[src/rtl/running_minmax_normalizer_defines.svh]
// Assertion macros for the running min/max normaliser.
// Included by files that carry concurrent assertions; depends on nothing.
`ifndef RUNNING_MINMAX_NORMALIZER_DEFINES_SVH
`define RUNNING_MINMAX_NORMALIZER_DEFINES_SVH

// Check that a condition implies a consequence in the same cycle
`define RMN_ASSERT_NOW(label, clk, rst, ante, cons, msg) \
  label: assert property (@(posedge clk) disable iff (rst) (ante) |-> (cons)) else $error(msg);

// Check that a condition implies a consequence in the next cycle
`define RMN_ASSERT_NEXT(label, clk, rst, ante, cons, msg) \
  label: assert property (@(posedge clk) disable iff (rst) (ante) |=> (cons)) else $error(msg);

`endif

[src/rtl/rmn_pkg.sv]
// Shared constants and types for the running min/max normaliser.
// Used by rmn_div and running_minmax_normalizer; depends on nothing.
package rmn_pkg;

  localparam int SAMPLE_WIDTH  = 16;
  localparam int FRACTION_BITS = 16;

  // Fraction is Q1.FRACTION_BITS, so one extra integer bit
  localparam int FRAC_W      = FRACTION_BITS + 1;
  localparam int CNT_W       = $clog2(FRAC_W + 1);
  localparam int S_TDATA_W   = ((SAMPLE_WIDTH + 7) / 8) * 8;
  localparam int M_TDATA_W   = ((FRAC_W + 7) / 8) * 8;

  localparam logic [FRAC_W-1:0] ONE_FIXED = FRAC_W'(1) << FRACTION_BITS;

  // Item kinds carried on the input tuser
  localparam logic ACT_SAMPLE = 1'b0;
  localparam logic ACT_RESET  = 1'b1;

  // Divider request and status
  typedef struct packed {
    logic start;
  } div_req_t;

  typedef struct packed {
    logic busy;
    logic done;
  } div_rsp_t;

endpackage

[src/rtl/running_minmax_normalizer.sv]
// A sample item passes through S_PREP (span and offset), the bit-serial restoring divider
// (FRAC_W quotient bits) and S_DONE (output load); a zero range skips the divider.
// No new item is accepted until the last sample's result is loaded into the output register.
// A reset item updates the bounds in its accept cycle and gives no result.
// rst (synchronous, active high) clears both bounds to zero and empties the output register.
// Depends on rmn_pkg, rmn_div and running_minmax_normalizer_defines.svh.
module running_minmax_normalizer (
  input  logic                               clk,
  input  logic                               rst,
  input  logic                               s_tvalid,
  output logic                               s_tready,
  input  logic [rmn_pkg::S_TDATA_W-1:0]      s_tdata,   // [15:0] sample
  input  logic                               s_tuser,   // [0] action
  output logic                               m_tvalid,
  input  logic                               m_tready,
  output logic [rmn_pkg::M_TDATA_W-1:0]      m_tdata    // [16:0] fraction, rest zero
);
  import rmn_pkg::*;
  `include "running_minmax_normalizer_defines.svh"

  typedef enum logic [1:0] {
    S_IDLE,
    S_PREP,
    S_DIV,
    S_DONE
  } state_t;

  state_t                          state;
  logic signed [SAMPLE_WIDTH-1:0]  running_max;
  logic signed [SAMPLE_WIDTH-1:0]  running_min;
  logic signed [SAMPLE_WIDTH-1:0]  smp;
  logic [FRAC_W-1:0]               result;

  logic signed [SAMPLE_WIDTH-1:0]  sample_in;
  logic signed [SAMPLE_WIDTH-1:0]  running_max_next;
  logic signed [SAMPLE_WIDTH-1:0]  running_min_next;
  logic [SAMPLE_WIDTH-1:0]         span;
  logic [SAMPLE_WIDTH-1:0]         offset;
  logic [FRAC_W-1:0]               div_q;
  div_req_t                        div_req;
  div_rsp_t                        div_rsp;

  assign s_tready  = (state == S_IDLE);
  assign sample_in = s_tdata[SAMPLE_WIDTH-1:0];

  // Widen the bounds so that they include the incoming sample
  always_comb begin
    running_max_next = (sample_in > running_max) ? sample_in : running_max;
    running_min_next = (sample_in < running_min) ? sample_in : running_min;
  end

  // Span and offset both fit unsigned, since min <= sample <= max
  assign span   = SAMPLE_WIDTH'(running_max - running_min);
  assign offset = SAMPLE_WIDTH'(smp - running_min);

  assign div_req.start = (state == S_PREP) && (span != '0);

  rmn_div u_div (
    .clk      (clk),
    .rst      (rst),
    .req      (div_req),
    .dividend (offset),
    .divisor  (span),
    .rsp      (div_rsp),
    .quotient (div_q)
  );

  // Sequencer, bounds and output register
  always_ff @(posedge clk) begin
    if (rst) begin
      state       <= S_IDLE;
      m_tvalid    <= 1'b0;
      running_max <= '0;
      running_min <= '0;
    end else begin
      // Drop the item once taken, unless a new one is loaded this cycle
      if (m_tvalid && m_tready && (state != S_DONE)) begin
        m_tvalid <= 1'b0;
      end
      case (state)
        S_IDLE: begin
          if (s_tvalid) begin
            if (s_tuser == ACT_RESET) begin
              running_max <= sample_in;
              running_min <= sample_in;
            end else begin
              running_max <= running_max_next;
              running_min <= running_min_next;
              smp         <= sample_in;
              state       <= S_PREP;
            end
          end
        end
        S_PREP: begin
          if (span == '0) begin
            result <= '0;
            state  <= S_DONE;
          end else begin
            state <= S_DIV;
          end
        end
        S_DIV: begin
          if (div_rsp.done) begin
            result <= div_q;
            state  <= S_DONE;
          end
        end
        S_DONE: begin
          // Hold until the output register is free
          if (!m_tvalid || m_tready) begin
            m_tdata  <= M_TDATA_W'(result);
            m_tvalid <= 1'b1;
            state    <= S_IDLE;
          end
        end
        default: begin
          state <= S_IDLE;
        end
      endcase
    end
  end

  `RMN_ASSERT_NOW(a_ready_div_idle, clk, rst, s_tready, !div_rsp.busy, "accepting while divider busy")
  `RMN_ASSERT_NOW(a_bounds_order, clk, rst, 1'b1, running_min <= running_max, "min above max")
  `RMN_ASSERT_NOW(a_frac_range, clk, rst, m_tvalid, m_tdata[FRAC_W-1:0] <= ONE_FIXED, "fraction above one")
  `RMN_ASSERT_NEXT(a_done_to_out, clk, rst, div_rsp.done, state == S_DONE, "divider result not taken")

endmodule

[src/rtl/rmn_div.sv]
// Restoring divider producing one quotient bit per cycle.
// Depends on rmn_pkg for widths and the request/status structs.
module rmn_div (
  input  logic                                  clk,
  input  logic                                  rst,
  input  rmn_pkg::div_req_t                     req,
  input  logic [rmn_pkg::SAMPLE_WIDTH-1:0]      dividend,
  input  logic [rmn_pkg::SAMPLE_WIDTH-1:0]      divisor,
  output rmn_pkg::div_rsp_t                     rsp,
  output logic [rmn_pkg::FRAC_W-1:0]            quotient
);
  import rmn_pkg::*;

  logic                    busy;
  logic [CNT_W-1:0]        cnt;
  logic [SAMPLE_WIDTH:0]   rem;
  logic [SAMPLE_WIDTH:0]   dsor;
  logic [FRAC_W-1:0]       quo;
  logic [SAMPLE_WIDTH:0]   diff;
  logic                    qbit;
  logic [SAMPLE_WIDTH:0]   rem_sel;

  // Trial subtraction of the divisor from the partial remainder
  always_comb begin
    diff    = rem - dsor;
    qbit    = (rem >= dsor);
    rem_sel = qbit ? diff : rem;
  end

  assign quotient = {quo[FRAC_W-2:0], qbit};
  assign rsp.busy = busy;
  assign rsp.done = busy && (cnt == CNT_W'(1));

  // Load operands on start, then shift one quotient bit in each cycle
  always_ff @(posedge clk) begin
    if (rst) begin
      busy <= 1'b0;
      cnt  <= '0;
    end else if (req.start && !busy) begin
      busy <= 1'b1;
      cnt  <= CNT_W'(FRAC_W);
      rem  <= {1'b0, dividend};
      dsor <= {1'b0, divisor};
      quo  <= '0;
    end else if (busy) begin
      rem <= {rem_sel[SAMPLE_WIDTH-1:0], 1'b0};
      quo <= {quo[FRAC_W-2:0], qbit};
      cnt <= cnt - CNT_W'(1);
      if (cnt == CNT_W'(1)) begin
        busy <= 1'b0;
      end
    end
  end

endmodule
[config.mk]
export PLATFORM = sky130hd
export DESIGN_NAME = running_minmax_normalizer
export DESIGN_NICKNAME = d
export VERILOG_FILES = /design/src/rtl/rmn_pkg.sv /design/src/rtl/running_minmax_normalizer.sv /design/src/rtl/rmn_div.sv
export VERILOG_INCLUDE_DIRS = /design/src /design/src/rtl
export SDC_FILE = /design/constraint.sdc
export NUM_CORES = 1
export LEC_CHECK = 0
export BUFFER_PORTS_ARGS = -buffer_cell sky130_fd_sc_hd__buf_4
export CORE_MARGIN = 2
export CORE_UTILIZATION = 60
export CTS_CLUSTER_DIAMETER = 40
export CTS_CLUSTER_SIZE = 24
export DETAILED_ROUTE_END_ITERATION = 12
export GPL_TIMING_DRIVEN = 1
export PLACE_DENSITY = 0.9
export SLEW_MARGIN = 30
export SYNTH_ARGS = -nofsm -noshare
export SYNTH_HDL_FRONTEND = slang
export SYNTH_SLANG_ARGS = --single-unit
[constraint.sdc]
create_clock -name clk -period 6.8 [get_ports clk]
set_input_delay 1.02 -clock clk [delete_from_list [all_inputs] [get_ports clk]]
set_output_delay 1.02 -clock clk [all_outputs]
set_load 0.1 [all_outputs]
**Word-level counts from Yosys, hierarchy flattened**

Cells that the tools add are included.

- Bitwise operators: 2
- Muxes and demuxes: 25
- $add $sub $neg: 4
- Reduce and logical (&&, ||, !) cells: 24
- Equality and inequality tests: 10
- Order comparisons: 3

Operators with widths:

| kind | count |
|---|---|
| 16-bit 2-to-1 mux | 7 |
| 17-bit 2-to-1 mux | 3 |
| 16-bit subtractor | 3 |
| 17-bit one-hot mux with 2 select lines | 1 |
| 17-bit by 16-bit greater-or-equal comparator with 1-bit output | 1 |
| 16-bit > comparator | 1 |
| 16-bit logical NOT | 1 |
| 16-bit less-than comparator | 1 |
| 16-bit nonzero test | 1 |
| 4-bit AND reduction | 3 |
| 5-bit 2-to-1 mux | 2 |
| 2-bit inequality test (second input constant) | 5 |
| 3-bit AND reduction | 3 |
| 2-bit 2-to-1 mux | 4 |
| 2-bit one-hot mux with 4 select lines | 1 |
| 2-bit nonzero test | 4 |
| 1-bit 2-to-1 mux | 7 |
| 5-bit by 1-bit == test with 1-bit output (second input constant) | 1 |
| 1-bit logical AND | 5 |
| 5-bit by 1-bit subtractor with 5-bit output (second input constant) | 1 |
| 2-bit == test (second input constant) | 2 |
| 2-bit AND reduction | 2 |
| 2-bit by 1-bit == test with 1-bit output (second input constant) | 1 |
| 1-bit logical NOT | 2 |
| 5 further kinds | 6 |

- Register bits after elaboration: 140
- Input bits: 21
- Output and inout port bits: 26

**Depth between registers and ports, before layout**

Gate-level depths: netlist of the first run.

- Depth after elaboration: 6
- Gate-level depth with buffers: 13

**By module**

Synthesis of the first run repeated with hierarchy kept, for this count alone.

- Cells, all modules: 809
- Area total of the unflattened synthesis: 8474.4 µm²

Modules (own cells, without submodules):

| module | seq. area each (µm²) | cells an instance | times used | area an instance (µm²) |
|---|---|---|---|---|
| running_minmax_normalizer | 2202.1 | 522 | 1 | 5333.9 |
| rmn_div | 1591.5 | 287 | 1 | 3140.5 |

**Worst setup path before layout of the first run**

OpenSTA, ideal clock, no wires.

- Path kind: register to register
- Start: register running_min[2]
- End: register result[0], enable pin
- Required time: 6391 ps
- Path buffers: 0
- Arrival: 3498 ps
- Library setup time: 409 ps
- Slack: 2893 ps
- Clock period less this slack: 3907 ps
- Cell stages (with the launch flop): 11
- Path through: dfxtp_1 inv_1 ha_1 nor2b_1 o21a_1 or3_1 a2111oi_0 nor4b_2 and4_4 a21oi_1 a2111oi_2

- Longest elaborated chain between the ends: 4

RTL lines:

| item | RTL line | RTL |
|---|---|---|
| start, declared | running_minmax_normalizer.sv:30 | `logic signed [SAMPLE_WIDTH-1:0] running_min;` |
| start signal, assigned | running_minmax_normalizer.sv:85 | `running_min <= sample_in;` |
| start signal, assigned | running_minmax_normalizer.sv:88 | `running_min <= running_min_next;` |
| 16-bit subtractor | running_minmax_normalizer.sv:53 | `assign span = SAMPLE_WIDTH'(running_max - running_min);` |
| 16-bit logical NOT | running_minmax_normalizer.sv:95 | `if (span == '0) begin` |
| 2-bit by 1-bit inequality test with 1-bit output (no source line) | - |  |
| 4-bit AND reduction (no source line) | - |  |
| end signal, assigned | running_minmax_normalizer.sv:104 | `result <= div_q;` |
| end, declared | running_minmax_normalizer.sv:32 | `logic [FRAC_W-1:0] result;` |

No other way between the ends.
A chain may end at the register's enable or synchronous reset.

**Worst setup path in the final report of the first run**

- Start: register running_max[0]
- End: register result[0], enable pin

- Longest elaborated chain between the ends: 4

RTL lines:

| item | RTL line | RTL |
|---|---|---|
| start, declared | running_minmax_normalizer.sv:29 | `logic signed [SAMPLE_WIDTH-1:0] running_max;` |
| start signal, assigned | running_minmax_normalizer.sv:84 | `running_max <= sample_in;` |
| start signal, assigned | running_minmax_normalizer.sv:87 | `running_max <= running_max_next;` |
| 16-bit subtractor | running_minmax_normalizer.sv:53 |  |
| 16-bit logical NOT | running_minmax_normalizer.sv:95 |  |
| 2-bit by 1-bit inequality test with 1-bit output (no source line) | - |  |
| 4-bit AND reduction (no source line) | - |  |

No other way between the ends.

==> reports/metrics.yaml, run 1 <==
outcome:
  status: "finished clean"
synthesis:
  synth_top_family_by_area: "compound AO/OA/AOI/OAI gates"
  yosys.area_share.simple: 0.141
  synth_top_cell_area_share: 0.345
  syn_inst: 853
  synth_ff_type: "edfxtp_1"
  synth.avg_cell_area_um2: 10.1
  synth_cell_type_count: 70
  async_flop_share: 0
  synth_compound_area_frac: 0.180
  synthesis.area_mm2: 0.00862
  yosysWarnings: 0
  synth.most_common_cell: "edfxtp_1"
  yosys.area.top_type: "edfxtp_1"
  synth_commonest_cells: "edfxtp_1, ha_1, inv_1"
  synth_edf_count: 99
  netlist_top_cells_area: "edfxtp_1, ha_1, dfxtp_1"
  synth-seq-cells: 140
  synth_mux_area_frac: 0.0292
  seq_area_frac_synth: 0.440
  synth_fa_ha_area_frac: 0.127
  synth_xor_area_frac: 0.0254
drt:
  first_pass_iters: 5
  wl_mm: 19.1
  ant_nets: 0
  via_per_inst: 6.07
  wire_per_inst_um: 17.7
  vias: 6568
  drt_iter0_drc: 430
  drc: 0
clocking:
  clkTransAtPathRegs_ns: 0.06
  ctsRootBufferMaster: "clkbuf_16"
  clock_sinks: 140
  clock_latency_ns: 0.44
  postCtsHoldBufs: 0
  cts_max_level: 4
  cts_tree: "yes"
  postCtsSetupRepairBufs: 0
  clock_path_buffers: 2
  numCtsBuffers: 17
  ctsResizeCount: 0
placed_design:
  portBuffers: 39
  place.gp.congestion: 0.906
  dp.cells: 1050
  post-dp-hpwl_mm: 13.7
  pre_cts_ws_ns: 2.87
  placed_area_mm2: 0.00906
pwr:
  combPwrFrac: 0.438
  power_density_mw_per_mm2: 403
  p_leak_nw: 3.93
  p_sw_mw: 1.54
  finalPower_mw: 3.89
  pwr-share-clk: 0.236
  ir_worst_vdd_mv: 0.241
  seqPwrFrac: 0.326
  p_int_mw: 2.35
  p_sw_frac: 0.396
layout:
  multi_input_area_mm2: 0.00440
  final_cells: 1082
  post-route-cell-area_mm2: 0.00967
  area_growth_pct: 12.1
  n_antenna_cell: 0
  drive_above_1_share: 0.111
  fillers: 950
  seqCellArea_mm2: 0.00379
  fin_nets: 996
setup_path:
  cp-end-kind: "flop"
  path_cells: "inv_1 -> ha_1 -> fa_1 -> nor2b_1 -> o2111ai_1 -> a31oi_1 -> o31ai_1 -> a211oi_1 -> o2111a_1 -> a21oi_1 -> a2111oi_4 -> buf_4"
  critPathBufInv: 2
  startpoint_type: "flop"
  reg2reg_depth: 12
  path_depth: 12
  crit_family: "compound AO/OA/AOI/OAI gates"
  cp.required_ns: 6.94
  worstSetupPathType: "flop to flop"
  cp.arrival_ns: 4.11
  r2r-start: "running_max[0]"
  slowest_delay_ns: 0.66
  cp-startpoint: "running_max[0]"
  slowest_stage: "a2111oi_4"
  cp_max_fo: 11
global_routing:
  grt_pass1_vias: 6388
  overflow: 0
  grt_pass1_wl_mm: 31.1
  antenna_found_initial: 0
  grt_max_degree: 44
  track_usage: 0.265
sta:
  tightest_slew_ns: 0.872
  setup_violations: 0
  fin_crit_sh: 0.583
  grt_setup_unrepaired: "false"
  fmax_ghz: 0.252
  finalHoldViolations: 0
  skew_ns: 0.00552
  setup_ws_ns: 2.83
  drv_slew: 0
  min_period_ns: 3.97
  slew_headroom: 0.418
  finalSetupTns_ns: 0
job:
  maxCapViolations: 0
floorplanning:
  start_util: 0.619
  die_h_um: 124
  num_rows: 43
  dieArea_mm2: 0.0153
  ios: 47
  dieWidth_um: 124
  core_area_mm2: 0.0139
min_path:
  hold_path.startpoint: "result[12]"
  hold_path.class: "flop to flop"
  hold_path_depth: 0
[sequential cells by signal, summed over array words and instances (netlist names)]
name and flops:
u_div.quo 16, u_div.rem 17, m_tvalid 1, u_div.busy 1, u_div.cnt 5, running_max 16, state 2, running_min 16
m_tdata 17, smp 16, result 17, u_div.dsor 16
[worst reg2reg max path, stage by stage, from the launching register on]
cell,delay (ns)
dfxtp_1,0.35
inv_1,0.05
ha_1,0.22
fa_1,0.41
nor2b_1,0.20
o2111ai_1,0.17
a31oi_1,0.32
o31ai_1,0.12
a211oi_1,0.35
o2111a_1,0.31
a21oi_1,0.21
a2111oi_4,0.66
buf_4,0.31
[logic make-up after synthesis]
kind of cell / count (synthesis)
AND/OR/NAND/NOR: 222
buffers and inverters: 116
other: 1
flip-flops: 140
multiplexers: 24
adder cells (fa/ha/maj): 86
AO/OA/AOI/OAI: 239
XOR/XNOR: 25
[stage by stage]
step           utilization  hold WS [ns]
6_report             0.694         0.418
5_1_grt              0.694         0.435
4_1_cts              0.693         0.419
3_5_place_dp         0.650         0.405
3_3_place_gp         0.649         0.403
2_1_floorplan            -         0.400
[worst paths after layout]
kind                      end  slack (ns)
setup reg to reg    result[0]        2.83
hold reg to reg   m_tdata[12]        0.42
hold / removal    m_tdata[12]        0.42
setup / recovery    result[0]        2.83
[area by class of cell]
cell class	instances	share of cell area
flip-flops and latches	140	0.392
inverters	81	0.0315
multi-input cells	603	0.455
well taps	180	0.0233
clock buffers	17	0.0440
clock inverters	15	0.0177
repair buffers	46	0.0357
[cell usage in the layout (no fill, tap or decap), types with 5 or more instances in the layout]
cell type / Yosys / layout
a211oi_1: 5 / 5
a21o_1: 21 / 21
a21oi_1: 71 / 70
a31oi_1: 7 / 7
and2_1: 39 / 39
and3_1: 8 / 8
buf_4: 8 / 46
clkbuf_16: 0 / 17
conb_1: 1 / 7
dfxtp_1: 41 / 41
edfxtp_1: 99 / 99
ha_1: 83 / 83
inv_1: 81 / 81
inv_8: 0 / 5
mux2i_1: 21 / 21
nand2_1: 24 / 24
nand2b_1: 10 / 10
nand3_1: 43 / 43
nand4_1: 11 / 11
nor2_1: 36 / 35
nor2b_1: 11 / 11
nor3_1: 15 / 14
o211ai_1: 6 / 6
o21a_1: 18 / 18
o21ai_0: 60 / 60
o31a_1: 7 / 7
or3_1: 5 / 5
xnor2_1: 16 / 16
xor2_1: 9 / 9
[routing by layer]
layer  share of wire  vias to the layer above  GRT usage  wire length (µm)
met5               0                        -          0                 0
met4           0.020                        0      0.105               380
li1                -                     3194          -                 -
met3           0.064                       39     0.0586              1230
met2            0.51                      256      0.457              9660
met1            0.41                     3079      0.323              7830
[power groups by stage]
stage	Sequential, mW	Clock [mW]	Combinational, mW
finish	1.27	0.918	1.71
global route	1.28	0.956	1.89
CTS	1.27	0.925	1.69
detailed placement	1.28	0	1.66
global placement	1.27	0	1.60
floorplan	1.27	0	1.31
(Power assumes the default switching activity.)
==> run 2: changes to the inputs <==
Settings changed: CORE_UTILIZATION 60 to 56, PLACE_DENSITY 0.9 to 0.89.
Clock period 6.8 ns to 3.4 ns, I/O delays scaled along.
==> run 2 against run 1 <==
Net effect: power increased by 120%; critical endpoint is now u_div.rem[6]; highest routed layer unchanged; via count increased by 6.0%; register-to-register slack got worse by 2.8 ns; count of clock-buffer cells in the layout unchanged; fmax increased by 17%; die area increased by 6.9%; sequential cell count unchanged; critical path type unchanged; wire length increased by 8.2%; non-clock buffer count increased by 39; final cell count increased by 4.3%; the flow now finishes with violations (negative setup slack).
==> reports/metrics.yaml, run 2 (synthesized netlist as in run 1, its figures left out) <==
outcome:
  status: "complete, but fails checks"
  violations: "negative setup slack"
pwr:
  p_int_mw: 5.07
  p_sw_mw: 3.33
  combPwrFrac: 0.476
  power_density_mw_per_mm2: 823
  p_leak_nw: 4.18
  finalPower_mw: 8.40
  p_sw_frac: 0.397
  pwr-share-clk: 0.221
  ir_worst_vdd_mv: 0.504
  seqPwrFrac: 0.303
layout:
  fin_nets: 1035
  drive_above_1_share: 0.173
  area_growth_pct: 18.5
  n_antenna_cell: 0
  largestRegisters: "m_tdata x17, result x17, u_div.rem x17"
  final_common_cell: "edfxtp_1"
  layout_common_cells: "edfxtp_1, inv_1, buf_4"
  utilization: 0.675
  final_cells: 1129
drt:
  via_per_inst: 6.17
  wire_per_inst_um: 18.3
  wl_mm: 20.7
  vias: 6961
  ant_nets: 0
  drc: 0
  first_pass_iters: 5
  drt_iter0_drc: 507
clocking:
  cts_max_level: 4
  postCtsHoldBufs: 0
  ctsRootBufferMaster: "clkbuf_16"
  clock_path_buffers: 2
  clock_latency_ns: 0.43
  clock_sinks: 140
  cts_tree: "yes"
  clkTransAtPathRegs_ns: 0.07
  numCtsBuffers: 17
floorplanning:
  ios: 47
  die_h_um: 128
  dieArea_mm2: 0.0164
  start_util: 0.569
  dieWidth_um: 128
  core_area_mm2: 0.0151
  num_rows: 45
sta:
  skew_ns: 0.0107
  setup_ws_ns: -0.00313
  fin_crit_sh: 1.00
  setup_violations: 1
  finalHoldViolations: 0
  tightest_slew_ns: 0.703
  min_period_ns: 3.40
  grt_setup_unrepaired: "true"
  fmax_ghz: 0.294
  slew_headroom: 0.531
  drv_slew: 0
job:
  maxCapViolations: 0
placed_design:
  place.gp.congestion: 0.933
  portBuffers: 39
  post-dp-hpwl_mm: 14.3
  pre_cts_ws_ns: 0.0137
  dp.cells: 1085
setup_path:
  path_cells: "inv_1 -> fa_2 -> nor2b_4 -> o2111ai_4 -> a31oi_1 -> buf_4 -> buf_4 -> nor2b_1 -> nor4b_2 -> and4_4 -> a211o_1 -> buf_4 -> buf_6 -> buf_6 -> mux2i_1"
  cp_max_fo: 9
  critPathBufInv: 6
  cp.required_ns: 3.65
  cp.arrival_ns: 3.65
  cp-end-kind: "flop"
  crit_family: "buffers and inverters"
  slowest_stage: "fa_2"
  r2r_setup_slack_ns: -0.003
  slowest_delay_ns: 0.43
  startpoint_type: "flop"
  worstSetupPathType: "flop to flop"
  crit_path_frequent_cell: "buf_4"
global_routing:
  grt_pass1_wl_mm: 32.6
  met1_usage: 0.296
  grt_max_degree: 44
  overflow: 0
  met3_usage: 0.0430
  grt_pass1_vias: 6756
  antenna_found_initial: 0
  busiest_layer: "met2"
  track_usage: 0.252
  grtUsageMet2: 0.447
min_path:
  hold_path.class: "primary input to flop"
## run 2: cell count changes in the layout (fill, tap and decap cells not counted), moves of 3 or more
cell and change:
buf_6 +4, inv_1 -4, clkinv_4 +3, inv_6 -3
ha_1 -7, dfxtp_2 +5, ha_4 +6, buf_4 +31
dfxtp_1 -5, inv_2 +4
## run 2: final timing paths
path,start,end,cells past startpoint
max,running_max[1],u_div.rem[6],15
min,s_tdata[0],smp[0],1
max reg2reg,running_max[1],u_div.rem[6],15
min reg2reg,result[10],m_tdata[10],0
## run 2: final cells by class
cell class | instances | area (µm²)
inverter | 81 | 304
fill | 1011 | 4930
tap | 188 | 235
clock buffer | 17 | 425
multi-input combinational | 603 | 4550
timing repair buffer | 85 | 713
sequential | 140 | 3800
clock inverter | 15 | 189
## run 2: per-stage QoR
stage	instance area (µm²)	hold WS [ns]	TNS, ns
floorplan	8660	0.400	0
global placement	9290	0.401	0
detailed placement	9290	0.405	0
CTS	9920	0.286	-0.199
global route	10200	0.293	-1.24
finish	10200	0.297	-0.00313
## run 2: timing repair
| item | in CTS | in global routing |
|---|---|---|
| pin swaps | 0 | 13 |
| endpoints found under the setup margin | 23 | 74 |
| cloned | 0 | 2 |
| resized for setup | 3 | 38 |
| buffers inserted | 0 | 10 |
## run 2: worst reg2reg max path, stage by stage, from the launching register on
cell and delay (ns):
dfxtp_1 0.38, inv_1 0.11, fa_2 0.43, nor2b_4 0.16, o2111ai_4 0.16, a31oi_1 0.18, buf_4 0.17, buf_4 0.10
nor2b_1 0.05, nor4b_2 0.27, and4_4 0.30, a211o_1 0.20, buf_4 0.14, buf_6 0.16, buf_6 0.16, mux2i_1 0.25
## run 2: power groups by stage
stage	Sequential [mW]	Combinational (mW)	Clock (mW)
final	2.54	4.00	1.86
after global routing	2.57	4.35	1.95
after CTS	2.53	3.61	1.88
after detailed placement	2.56	3.52	0
after global placement	2.54	3.40	0
after floorplan	2.54	2.64	0
## run 2: per-layer routing
layer | vias to the layer above | wire length, µm | share of wire
met1 | 3340 | 8240 | 0.40
met4 | 0 | 700 | 0.034
met2 | 285 | 10700 | 0.52
li1 | 3272 | - | -
met3 | 64 | 1010 | 0.049
met5 | - | 0 | 0
==> run 3: changes to the inputs <==
Settings changed: CORE_UTILIZATION 56 to 60, PLACE_DENSITY 0.89 to 0.79.
Clock period 3.4 ns to 3.16 ns, I/O delays scaled along.
==> run 3 against run 2 <==
Net effect: the flow still finishes with violations (negative setup slack); highest routed layer unchanged; final cell count is 0.27% higher; worst setup slack got worse by 0.022 ns; clock power is 8% higher; critical path type unchanged; cell area up 1.6%; power rose by 8.0%; die area down 6.5%.
==> reports/metrics.yaml, run 3 (synthesized netlist as in run 1, its figures left out) <==
setup_path:
  cp.required_ns: 3.31
  worstSetupPathType: "flop to flop"
  cp-end-kind: "flop"
  cp_max_fo: 8
  cp.arrival_ns: 3.33
  startpoint_type: "flop"
floorplanning:
  core_area_mm2: 0.0139
  dieArea_mm2: 0.0153
  start_util: 0.619
  num_rows: 43
  ios: 47
  dieWidth_um: 124
  die_h_um: 124
sta:
  slew_headroom: 0.569
  drv_slew: 0
  setup_violations: 8
  grt_setup_unrepaired: "true"
  holdWs_ns: 0.261
  setup_ws_ns: -0.0256
  finalSetupTns_ns: -0.181
  min_period_ns: 3.19
  fmax_ghz: 0.314
  skew_ns: 0.0100
  tightest_slew_ns: 0.646
  finalHoldViolations: 0
  fin_crit_sh: 1.01
drt:
  drt_iter0_drc: 570
  drc: 0
  ant_nets: 0
  wire_per_inst_um: 18.6
  wl_mm: 21.0
  via_per_inst: 6.15
  first_pass_iters: 6
  vias: 6967
min_path:
  hold_path.class: "primary input to flop"
clocking:
  clkTransAtPathRegs_ns: 0.07
  cts_max_level: 4
  numCtsBuffers: 17
  ctsRootBufferMaster: "clkbuf_16"
  clock_latency_ns: 0.43
  clock_sinks: 140
  cts_tree: "yes"
  clock_path_buffers: 2
layout:
  layout_common_cells: "edfxtp_1, buf_4, inv_1"
  final_common_cell: "edfxtp_1"
  n_antenna_cell: 0
  drive_above_1_share: 0.204
  largestRegisters: "m_tdata x17, result x17, u_div.rem x17"
  area_growth_pct: 20.4
  fillers: 901
  utilization: 0.745
  fin_nets: 1046
pwr:
  p_sw_frac: 0.397
  p_leak_nw: 4.25
  finalPower_mw: 9.07
  p_int_mw: 5.47
  ir_worst_vdd_mv: 0.443
  power_density_mw_per_mm2: 874
  combPwrFrac: 0.477
  seqPwrFrac: 0.302
  pwr-share-clk: 0.220
  p_sw_mw: 3.60
global_routing:
  antenna_found_initial: 0
  track_usage: 0.280
  grt_pass1_wl_mm: 32.9
  grt_max_degree: 44
  grt_pass1_vias: 6707
  overflow: 0
outcome:
  status: "complete, but fails checks"
  violations: "negative setup slack"
placed_design:
  place.gp.congestion: 0.900
  portBuffers: 39
  post-dp-hpwl_mm: 15.2
job:
  maxCapViolations: 0
==> run 3: timing repair <==
| action | in CTS | in global routing |
|---|---|---|
| gates cloned | 0 | 1 |
| setup buffers | 1 | 11 |
| pin swaps | 2 | 19 |
| hold buffers | 0 | 0 |
| resized for setup | 7 | 36 |
| setup endpoints to repair | 45 | 99 |
==> run 3: metal layers <==
layer	wire, µm	track usage	share of wire
met2	10700	0.482	0.51
met3	1050	0.0467	0.050
met1	8850	0.353	0.42
met5	0	0	0
met4	441	0.109	0.021
==> run 3: worst paths after layout <==
kind | slack [ns] | cells after the start | endpoint | startpoint
min | 0.26 | 1 | smp[15] | s_tdata[15]
min reg2reg | 0.42 | 0 | m_tdata[0] | result[0]
max reg2reg | -0.03 | 12 | u_div.dsor[6] | running_min[6]
max | -0.03 | 12 | u_div.dsor[6] | running_min[6]
==> run 3: critical path: stages (launching register included) <==
cell and delay (ns):
dfxtp_2 0.34, inv_2 0.05, ha_4 0.22, a21o_1 0.19, a22o_4 0.29, o41ai_4 0.38, a21oi_2 0.11, o21a_1 0.20
o2111a_2 0.29, a211o_1 0.34, buf_12 0.16, nor2_4 0.15, clkbuf_16 0.18
==> run 3: power groups by stage <==
stage,Sequential (mW),Combinational [mW],Clock [mW]
6_report,2.74,4.33,2.00
5_1_grt,2.77,4.72,2.09
4_1_cts,2.73,4.03,2.02
3_5_place_dp,2.76,3.93,0
3_3_place_gp,2.74,3.79,0
2_1_floorplan,2.73,2.89,0
==> run 3: final cells by class <==
cell class | instances | area [µm²] | share of cell area
multi-input combinational | 603 | 4630 | 0.446
tap | 180 | 225 | 0.0217
inverter | 81 | 304 | 0.0293
clock inverter | 15 | 186 | 0.0180
sequential | 140 | 3810 | 0.367
clock buffer | 17 | 425 | 0.0410
timing repair buffer | 96 | 800 | 0.0770
==> run 3: through the flow <==
| step | area (µm²) | setup slack, ns | instances |
|---|---|---|---|
| 4_1_cts | 10100 | 0.00270 | 1120 |
| 3_3_place_gp | 9460 | -0.0260 | 1087 |
| 3_5_place_dp | 9460 | -0.0546 | 1087 |
| 5_1_grt | 10400 | -0.0942 | 1132 |
| 6_report | 10400 | -0.0256 | 1132 |
| 2_1_floorplan | 8750 | -0.0613 | 859 |
